--- config.mk ---
export PLATFORM = sky130hd
export DESIGN_NAME = speed_error_rate_corrector_top
export DESIGN_NICKNAME = d
export VERILOG_FILES = /design/src/hdl/serc_pkg.sv /design/src/hdl/speed_error_rate_corrector_top.sv
export SDC_FILE = /design/constraint.sdc
export NUM_CORES = 2
export LEC_CHECK = 0
export BUFFER_PORTS_ARGS = -buffer_cell sky130_fd_sc_hd__buf_2
export CELL_PAD_IN_SITES_DETAIL_PLACEMENT = 1
export CELL_PAD_IN_SITES_GLOBAL_PLACEMENT = 1
export CORE_MARGIN = 10
export CORE_UTILIZATION = 39
export DETAILED_ROUTE_END_ITERATION = 16
export HOLD_SLACK_MARGIN = 0.05
export PLACE_DENSITY_LB_ADDON = 0.1
export SYNTH_ARGS = -nofsm -noshare
export SYNTH_HDL_FRONTEND = slang
export SYNTH_SLANG_ARGS = --single-unit
--- constraint.sdc ---
create_clock -name i_clk -period 10.95 [get_ports i_clk]
set_input_delay 1.095 -clock i_clk [delete_from_list [all_inputs] [get_ports i_clk]]
set_output_delay 1.095 -clock i_clk [all_outputs]
set_load 0.01 [all_outputs]
--- src/hdl/serc_pkg.sv ---
`timescale 1ns / 1ps
`default_nettype none
// ----------------------------------------------------------------------------
// serc_pkg - shared types and constants of the speed error rate corrector
// Register indexes, reset values, field widths and the controller states.
// ----------------------------------------------------------------------------
package serc_pkg;

    localparam int C_SPEED_W = 16;
    localparam int C_TIME_W  = 48;
    localparam int C_CFG_W   = 24;

    // |error difference| * 1e6 stays below 2**36
    localparam int C_NUM_W  = 36;
    localparam int C_DCNT_W = 6;
    localparam logic [19:0] C_US_PER_S = 20'd1000000;

    localparam logic [15:0] C_RST_GAIN     = 16'd1280;
    localparam logic [23:0] C_RST_MAX_AGE  = 24'd4100000;
    localparam logic [23:0] C_RST_PATIENCE = 24'd4000000;
    localparam logic [14:0] C_RST_RATE_THR = 15'd128;
    localparam logic [14:0] C_RST_ERR_THR  = 15'd256;
    localparam logic [15:0] C_RST_EQUIL    = 16'd5120;

    localparam logic [15:0] C_SAT_POS = 16'h7FFF;
    localparam logic [15:0] C_SAT_NEG = 16'h8000;

    typedef enum logic [2:0] {
        REG_GAIN     = 3'd0,
        REG_MAX_AGE  = 3'd1,
        REG_PATIENCE = 3'd2,
        REG_RATE_THR = 3'd3,
        REG_ERR_THR  = 3'd4,
        REG_EQUIL    = 3'd5
    } t_reg_idx;

    typedef enum logic [2:0] {
        ST_IDLE,
        ST_SCAN,
        ST_MUL,
        ST_DIV,
        ST_FIN,
        ST_EMIT
    } t_state;

endpackage
`default_nettype wire

--- src/hdl/speed_error_rate_corrector_top.sv ---
`timescale 1ns / 1ps
`default_nettype none
// Each accepted item runs scan, multiply, a divide when an older sample is kept
// and the gap is positive (36 restoring steps, one quotient bit a cycle), then finish and emit.
// A new item is taken only in idle, after the last one is emitted; the
// history scan reads one entry a cycle.
// The output register lets the next item enter while a result waits.
// Reset (sync, active low) clears valid bits, ring pointer, last correction time.
// ----------------------------------------------------------------------------
// speed_error_rate_corrector_top - speed error rate and throttle correction
// Ages a ring of speed error samples, derives the error rate from the oldest
// kept sample with a bit-serial divider and issues a saturated amplitude.
// ----------------------------------------------------------------------------
module speed_error_rate_corrector_top
    import serc_pkg::*;
#(
    parameter int HISTORY_DEPTH = 16
) (
    input  wire logic         i_clk,
    input  wire logic         i_rst_n,
    // config write channel
    input  wire logic         i_cfg_valid,
    output logic              o_cfg_ready,
    input  wire logic [2:0]   i_cfg_index,
    input  wire logic [23:0]  i_cfg_data,
    // sample stream
    input  wire logic         s_axis_tvalid,
    output logic              s_axis_tready,
    // [15:0] desired_speed, [31:16] measured_speed,
    // [79:32] sample_time, [127:80] current_time
    input  wire logic [127:0] s_axis_tdata,
    // result stream
    output logic              m_axis_tvalid,
    input  wire logic         m_axis_tready,
    // [15:0] amplitude, [16] boost_applied, [32:17] error_rate, [39:33] zero
    output logic [39:0]       m_axis_tdata
);

    localparam int IDX_W = (HISTORY_DEPTH > 1) ? $clog2(HISTORY_DEPTH) : 1;
    localparam int CNT_W = $clog2(HISTORY_DEPTH + 1);

    t_state r_state, n_state;

    // configuration
    logic [15:0] r_gain;
    logic [23:0] r_max_age;
    logic [23:0] r_patience;
    logic [14:0] r_rate_thr;
    logic [14:0] r_err_thr;
    logic [15:0] r_equil;

    // history ring
    logic [C_TIME_W-1:0]  r_mem_time [HISTORY_DEPTH];
    logic [C_SPEED_W-1:0] r_mem_err  [HISTORY_DEPTH];
    logic [HISTORY_DEPTH-1:0] r_hvalid;
    logic [IDX_W-1:0] r_wslot;
    logic [C_TIME_W-1:0] r_last_time;

    // scan
    logic [IDX_W-1:0] r_addr;
    logic [IDX_W-1:0] r_rd_idx;
    logic [CNT_W-1:0] r_cnt;
    logic             r_rd_vld;
    logic [C_TIME_W-1:0]  r_rd_time;
    logic [C_SPEED_W-1:0] r_rd_err;
    logic             r_found;

    // current item
    logic signed [C_SPEED_W-1:0] r_err;
    logic [C_TIME_W-1:0] r_tsamp;
    logic [C_TIME_W-1:0] r_now;
    logic [C_TIME_W-1:0] r_old_time;
    logic [C_SPEED_W-1:0] r_old_err;

    // rate
    logic                r_neg;
    logic                r_nonpos;
    logic [C_NUM_W-1:0]  r_num;
    logic [C_TIME_W-1:0] r_dt;
    logic [C_TIME_W-1:0] r_rem;
    logic [C_DCNT_W-1:0] r_dcnt;
    logic [15:0]         r_rate;
    logic signed [32:0]  r_prod;
    logic                r_issue;

    logic        r_m_valid;
    logic [39:0] r_m_data;

    // control
    logic w_accept;
    logic w_rd_en;
    logic w_wr_en;
    logic w_emit;
    logic w_cfg_we;

    assign w_accept = s_axis_tvalid && s_axis_tready;
    assign w_cfg_we = i_cfg_valid && o_cfg_ready;

    // ------------------------------------------------------------------
    // datapath terms
    // ------------------------------------------------------------------
    logic signed [16:0] w_err_full;
    logic [15:0]        w_err_sat;
    always_comb begin
        w_err_full = 17'($signed(s_axis_tdata[15:0])) - 17'($signed(s_axis_tdata[31:16]));
        if (w_err_full[16] != w_err_full[15]) begin
            w_err_sat = w_err_full[16] ? C_SAT_NEG : C_SAT_POS;
        end else begin
            w_err_sat = w_err_full[15:0];
        end
    end

    // ageing of the entry read last cycle
    logic [C_TIME_W:0] w_age_diff;
    logic              w_aged;
    logic              w_kept;
    always_comb begin
        w_age_diff = {1'b0, r_now} - {1'b0, r_rd_time};
        w_aged = !w_age_diff[C_TIME_W] &&
                 (w_age_diff[C_TIME_W-1:0] >= {{(C_TIME_W-C_CFG_W){1'b0}}, r_max_age});
        w_kept = r_rd_vld && r_hvalid[r_rd_idx] && !w_aged;
    end

    logic [IDX_W-1:0] w_addr_inc;
    assign w_addr_inc = (r_addr == IDX_W'(HISTORY_DEPTH - 1)) ? '0 : r_addr + IDX_W'(1);
    logic [IDX_W-1:0] w_wslot_inc;
    assign w_wslot_inc = (r_wslot == IDX_W'(HISTORY_DEPTH - 1)) ? '0 : r_wslot + IDX_W'(1);

    // gap and difference magnitude
    logic [C_TIME_W:0]  w_dt_full;
    logic               w_nonpos;
    logic signed [16:0] w_diff;
    logic [15:0]        w_diff_mag;
    always_comb begin
        w_dt_full  = {1'b0, r_tsamp} - {1'b0, r_old_time};
        w_nonpos   = w_dt_full[C_TIME_W] || (w_dt_full[C_TIME_W-1:0] == '0);
        w_diff     = 17'(r_err) - 17'($signed(r_old_err));
        w_diff_mag = w_diff[16] ? 16'(-w_diff) : w_diff[15:0];
    end

    // restoring divide step
    logic [C_TIME_W:0]   w_shift;
    logic                w_ge;
    logic [C_TIME_W:0]   w_rem_next;
    always_comb begin
        w_shift    = {r_rem, r_num[C_NUM_W-1]};
        w_ge       = (w_shift >= {1'b0, r_dt});
        w_rem_next = w_ge ? (w_shift - {1'b0, r_dt}) : w_shift;
    end

    // rate from quotient
    logic [15:0] w_rate;
    always_comb begin
        if (!r_found) begin
            w_rate = '0;
        end else if (r_nonpos) begin
            w_rate = r_neg ? C_SAT_NEG : C_SAT_POS;
        end else if (!r_neg) begin
            w_rate = (r_num[C_NUM_W-1:15] != '0) ? C_SAT_POS : r_num[15:0];
        end else begin
            // magnitude 32768 maps exactly onto the negative limit
            if ((r_num[C_NUM_W-1:15] != '0) && (r_num[14:0] != '0 ||
                    r_num[C_NUM_W-1:16] != '0)) begin
                w_rate = C_SAT_NEG;
            end else begin
                w_rate = 16'(~r_num[15:0] + 16'd1);
            end
        end
    end

    logic [C_TIME_W:0] w_pat_diff;
    logic              w_issue;
    always_comb begin
        w_pat_diff = {1'b0, r_now} - {1'b0, r_last_time};
        w_issue = !w_pat_diff[C_TIME_W] &&
                  (w_pat_diff[C_TIME_W-1:0] >= {{(C_TIME_W-C_CFG_W){1'b0}}, r_patience});
    end

    // boost and amplitude
    logic [16:0]        w_abs_err;
    logic [16:0]        w_abs_rate;
    logic               w_boost;
    logic signed [33:0] w_round;
    logic signed [26:0] w_sum;
    logic [15:0]        w_amp;
    always_comb begin
        w_abs_err  = r_err[15] ? 17'(-17'(r_err)) : 17'(r_err);
        w_abs_rate = r_rate[15] ? 17'(-17'($signed(r_rate))) : {1'b0, r_rate};
        w_boost    = (w_abs_err > {2'b00, r_err_thr}) &&
                     ((w_abs_rate < {2'b00, r_rate_thr}) || (r_err[15] == r_rate[15]));
        // add half an LSB of Q8.8, then floor
        w_round    = 34'(r_prod) + 34'sd128;
        w_sum      = 27'($signed(r_equil));
        if (w_boost) begin
            w_sum = w_sum + 27'($signed(w_round[33:8]));
        end
        if (w_sum > 27'sd32767) begin
            w_amp = C_SAT_POS;
        end else if (w_sum < -27'sd32768) begin
            w_amp = C_SAT_NEG;
        end else begin
            w_amp = w_sum[15:0];
        end
    end

    // ------------------------------------------------------------------
    // controller
    // ------------------------------------------------------------------
    always_comb begin
        n_state = r_state;
        case (r_state)
            ST_IDLE: begin
                if (w_accept) n_state = ST_SCAN;
            end
            ST_SCAN: begin
                if (r_cnt == CNT_W'(HISTORY_DEPTH)) n_state = ST_MUL;
            end
            ST_MUL: begin
                n_state = (r_found && !w_nonpos) ? ST_DIV : ST_FIN;
            end
            ST_DIV: begin
                if (r_dcnt == C_DCNT_W'(C_NUM_W - 1)) n_state = ST_FIN;
            end
            ST_FIN: begin
                n_state = ST_EMIT;
            end
            ST_EMIT: begin
                if (!r_issue || !r_m_valid || m_axis_tready) n_state = ST_IDLE;
            end
            default: n_state = ST_IDLE;
        endcase
    end

    always_comb begin
        s_axis_tready = 1'b0;
        w_rd_en       = 1'b0;
        w_wr_en       = 1'b0;
        w_emit        = 1'b0;
        case (r_state)
            ST_IDLE: s_axis_tready = 1'b1;
            ST_SCAN: w_rd_en = (r_cnt != CNT_W'(HISTORY_DEPTH));
            ST_MUL:  w_wr_en = 1'b1;
            ST_EMIT: w_emit = r_issue && (!r_m_valid || m_axis_tready);
            default: ;
        endcase
    end

    assign o_cfg_ready   = 1'b1;
    assign m_axis_tvalid = r_m_valid;
    assign m_axis_tdata  = r_m_data;

    // ------------------------------------------------------------------
    // history memory
    // ------------------------------------------------------------------
    always_ff @(posedge i_clk) begin
        if (w_rd_en) begin
            r_rd_time <= r_mem_time[r_addr];
            r_rd_err  <= r_mem_err[r_addr];
        end
        if (w_wr_en) begin
            r_mem_time[r_wslot] <= r_tsamp;
            r_mem_err[r_wslot]  <= r_err;
        end
    end

    // ------------------------------------------------------------------
    // control registers
    // ------------------------------------------------------------------
    always_ff @(posedge i_clk) begin
        if (!i_rst_n) begin
            r_state     <= ST_IDLE;
            r_gain      <= C_RST_GAIN;
            r_max_age   <= C_RST_MAX_AGE;
            r_patience  <= C_RST_PATIENCE;
            r_rate_thr  <= C_RST_RATE_THR;
            r_err_thr   <= C_RST_ERR_THR;
            r_equil     <= C_RST_EQUIL;
            r_hvalid    <= '0;
            r_wslot     <= '0;
            r_last_time <= '0;
            r_cnt       <= '0;
            r_rd_vld    <= 1'b0;
            r_found     <= 1'b0;
            r_dcnt      <= '0;
            r_m_valid   <= 1'b0;
        end else begin
            r_state  <= n_state;
            r_rd_vld <= w_rd_en;

            if (w_cfg_we) begin
                case (i_cfg_index)
                    REG_GAIN:     r_gain     <= i_cfg_data[15:0];
                    REG_MAX_AGE:  r_max_age  <= i_cfg_data;
                    REG_PATIENCE: r_patience <= i_cfg_data;
                    REG_RATE_THR: r_rate_thr <= i_cfg_data[14:0];
                    REG_ERR_THR:  r_err_thr  <= i_cfg_data[14:0];
                    REG_EQUIL:    r_equil    <= i_cfg_data[15:0];
                    default: ;
                endcase
            end

            if (w_accept) begin
                r_cnt   <= '0;
                r_found <= 1'b0;
            end
            if (w_rd_en) begin
                r_cnt <= r_cnt + CNT_W'(1);
            end
            if (r_rd_vld && w_aged) begin
                r_hvalid[r_rd_idx] <= 1'b0;
            end
            if (w_kept) begin
                r_found <= 1'b1;
            end

            if (w_wr_en) begin
                r_hvalid[r_wslot] <= 1'b1;
                r_wslot           <= w_wslot_inc;
                r_dcnt            <= '0;
            end
            if (r_state == ST_DIV) begin
                r_dcnt <= r_dcnt + C_DCNT_W'(1);
            end

            if (w_emit) begin
                r_m_valid   <= 1'b1;
                r_last_time <= r_now;
            end else if (m_axis_tready) begin
                r_m_valid <= 1'b0;
            end
        end
    end

    // ------------------------------------------------------------------
    // payload registers
    // ------------------------------------------------------------------
    always_ff @(posedge i_clk) begin
        if (w_accept) begin
            r_err   <= w_err_sat;
            r_tsamp <= s_axis_tdata[79:32];
            r_now   <= s_axis_tdata[127:80];
            r_addr  <= r_wslot;
        end
        if (w_rd_en) begin
            r_rd_idx <= r_addr;
            r_addr   <= w_addr_inc;
        end
        // first kept entry in ring order is the oldest sample
        if (w_kept && !r_found) begin
            r_old_time <= r_rd_time;
            r_old_err  <= r_rd_err;
        end
        if (r_state == ST_MUL) begin
            r_neg    <= w_diff[16];
            r_nonpos <= w_nonpos;
            r_dt     <= w_dt_full[C_TIME_W-1:0];
            r_num    <= C_NUM_W'(w_diff_mag) * C_NUM_W'(C_US_PER_S);
            r_rem    <= '0;
        end
        if (r_state == ST_DIV) begin
            r_rem <= w_rem_next[C_TIME_W-1:0];
            r_num <= {r_num[C_NUM_W-2:0], w_ge};
        end
        if (r_state == ST_FIN) begin
            r_rate  <= w_rate;
            r_prod  <= 33'($signed({1'b0, r_gain})) * 33'(r_err);
            r_issue <= w_issue;
        end
        if (w_emit) begin
            r_m_data <= {7'd0, r_rate, w_boost, w_amp};
        end
    end

endmodule
`default_nettype wire

==> reports/metrics.cfg <==
[outcome]
status = finished clean

[synthesis]
async_reset_ff_share_pct = 0
netlist_area_um2 = 90500
yosys_most_used_dff = edfxtp_1
synthTopCellsByCount = edfxtp_1 (1482), nand2_1 (745), inv_1 (725), ha_1 (566), a21oi_1 (467)
synthesis.instances = 7111
yosys.area.top_type = edfxtp_1
synth.distinct_cells = 98
ys_top_cells_by_area = edfxtp_1 (49%), mux4_2 (8.1%), ha_1 (7.8%)
synth-edff-count = 1482
synth.most_common_cell = edfxtp_1
yosys_warnings = 0
synth-seq-cells = 1677
avgSynthCellArea_um2 = 12.7
synth_top_cell_area_share_pct = 49.2
synth-seq-area-share_pct = 53.5

[critical_path]
cp_slowest_cell = edfxtp_1
startpoint_type = flip-flop
critPathRequiredTime_ps = 11530
critPathArrivalTime_ps = 10340
worstPathMaxFanout = 16
reg2reg_to = r_num[33]
end_kind = flip-flop
r2r-start = r_err[0]
max_stage_delay_ps = 570
worstSetupPathType = reg2reg
crit_top_cell = ha_1
reg2reg_depth = 36
r2r_setup_slack_ps = 1190

[finish]
final_layout_size_suffix_gt1_share_pct = 13.1
syn_to_final_growth_pct = 11.9
multiInputGateArea_um2 = 38400
fillers = 23800
nNetsFinal = 8289
regArea_um2 = 48400
finalNonFillerCells = 10500
post-route-util_pct = 43.9

[die]
core.rowCount = 176
dieHeight_um = 502
initial_core_util_pct = 39.3
fp.dieW_um = 502
io_pins = 203
fp.coreArea_um2 = 230000
die_area_um2 = 252000

[sta]
slew_headroom_pct = 14.3
setup-tns-final_ps = 0
fin_worst_skew_ps = 83.5
slew_violations = 0
max_freq_mhz = 102
worst_pin_slew_ps = 1280
setup_viol = 0
hold_viol = 0
min_period_ps = 9760
rsz0062_at_grt = false
post-route-period-util_pct = 89.1

[routing]
dr.first_iter.drc_count = 4589
vias = 58600
routedWlPerCell_um = 26.8
route.detailed.drc = 0
via_per_inst = 5.58
drtPass1Iterations = 5
drt-total-wl_um = 281000
postRouteAntennaNets = 0

[global_route]
grt_pass1_vias = 60800
grt_overflow = 0
grt_max_degree = 82
met3_usage_pct = 2.83
antenna_found_initial = 17
grt_util_all_layers_pct = 22.0
use_met2_pct = 35.2
grt_pass1_wl_um = 414000
use_met1_pct = 32.0
grt.busiest_layer = met2

[clock_tree]
cts_buffer_depth = 3
clk_pin_slew_ps = 60
worstSkewPairLatency_ps = 870
postCtsSetupBuffers = 0
htree_levels = 4
cts_resized = 0
clock-sinks = 1677
cts_buffers = 184
ctsHoldBuffers = 0
cts-root-buf = clkbuf_16
cts_tree = built

[pwr]
p_total_mw = 28.6
ir_drop_uv = 866
cellPowerDensity_nw_per_um2 = 283
power_leakage_nw = 38.0

[placed_design]
dp_cells = 10200
hpwl_um = 193000
place_congestion = 0.822
port_buffers = 194

[min_path]
hold_class = in2reg
min_path_cells = 1
hold_end = r_tsamp[18]
hold_start = s_axis_tdata[50]

[flow_run]
maxCapViolCount = 0

[worst max-delay path, delay by kind of cell, from the launching register on]
family                     cells  cell delay [ps]
and+or+nand+nor                4              720
xor gates and xnor gates       2              700
buffers and inverters          5              300
DFF                            1              570
AOI/OAI and AO/OA             16             3760
adders and majority gates      9             3420
[metal layers]
layer  up-vias  part of all wire (%)
li1      26300                     -
met1     30600                    47
met2      1377                    46
met3       293                   4.8
met4         4                   2.0
met5         -                 0.010
[registers in the layout, summed over array words and instances, names as in the netlist, 16 cells and up]
signal	flops
r_rd_err	16
r_dt	48
r_old_err	16
r_err	16
r_hvalid	16
r_gain	16
m_axis_tdata	33
r_num	36
r_prod	26
r_now	48
r_rate	16
r_max_age	24
r_mem_err	256
r_tsamp	48
r_mem_time	768
r_old_time	48
r_equil	16
r_rem	48
r_last_time	48
r_patience	24
r_rd_time	48
[kinds of logic after synthesis]
logic type	synth area share, %
flip-flops	53.5
AO/OA/AOI/OAI	8.98
multiplexers	8.30
buffers and inverters	4.20
XOR/XNOR	2.89
other	0.00830
AND/OR/NAND/NOR	8.78
adder cells (fa/ha/maj)	13.3
[metrics by stage]
step | cell area [um^2] | setup WS [ps] | hold WS (ps)
3_3_place_gp | 95000 | 1460 | 409
3_5_place_dp | 95000 | 1220 | 409
2_1_floorplan | 90500 | 1270 | 400
4_1_cts | 101000 | 1200 | 332
5_1_grt | 101000 | 417 | 343
6_report | 101000 | 1190 | 398
[worst max-delay path by stage]
stage | cells past startpoint | to | startpoint
after floorplan | 24 | r_old_err[0] | r_now[0]
after global placement | 36 | r_num[35] | r_err[0]
after detailed placement | 36 | r_num[35] | r_err[0]
after CTS | 36 | r_num[35] | r_err[0]
after global routing | 36 | r_num[33] | r_err[0]
final | 36 | r_num[33] | r_err[0]
[report_power, final]
| group | switching (mW) | internal, mW |
|---|---|---|
| logic | 7.93 | 6.08 |
| registers | 0.305 | 7.98 |
| clock network | 2.75 | 3.55 |
[final cells by class]
cell class                      instances  share of cell area, %
Antenna cell                            2                0.00495
Clock buffer                          205                   4.70
Clock inverter                        136                   1.40
Inverter                              730                   2.74
Multi-Input combinational cell       4439                   37.9
Sequential cell                      1677                   47.8
Tap cell                             3026                   3.74
Timing Repair Buffer                  284                   1.64
[cells in the final DEF (no fill, tap or decap), types with 195 or more instances in the layout]
cell | synthesis | routed
nor2_1 | 274 | 266
a21oi_1 | 467 | 467
nand2_1 | 745 | 744
ha_1 | 566 | 566
fa_1 | 247 | 247
mux4_2 | 325 | 325
inv_1 | 725 | 714
xnor2_1 | 197 | 197
edfxtp_1 | 1482 | 1482
dfxtp_1 | 195 | 195
No activity file was read; power rests on OpenSTA's default activity.
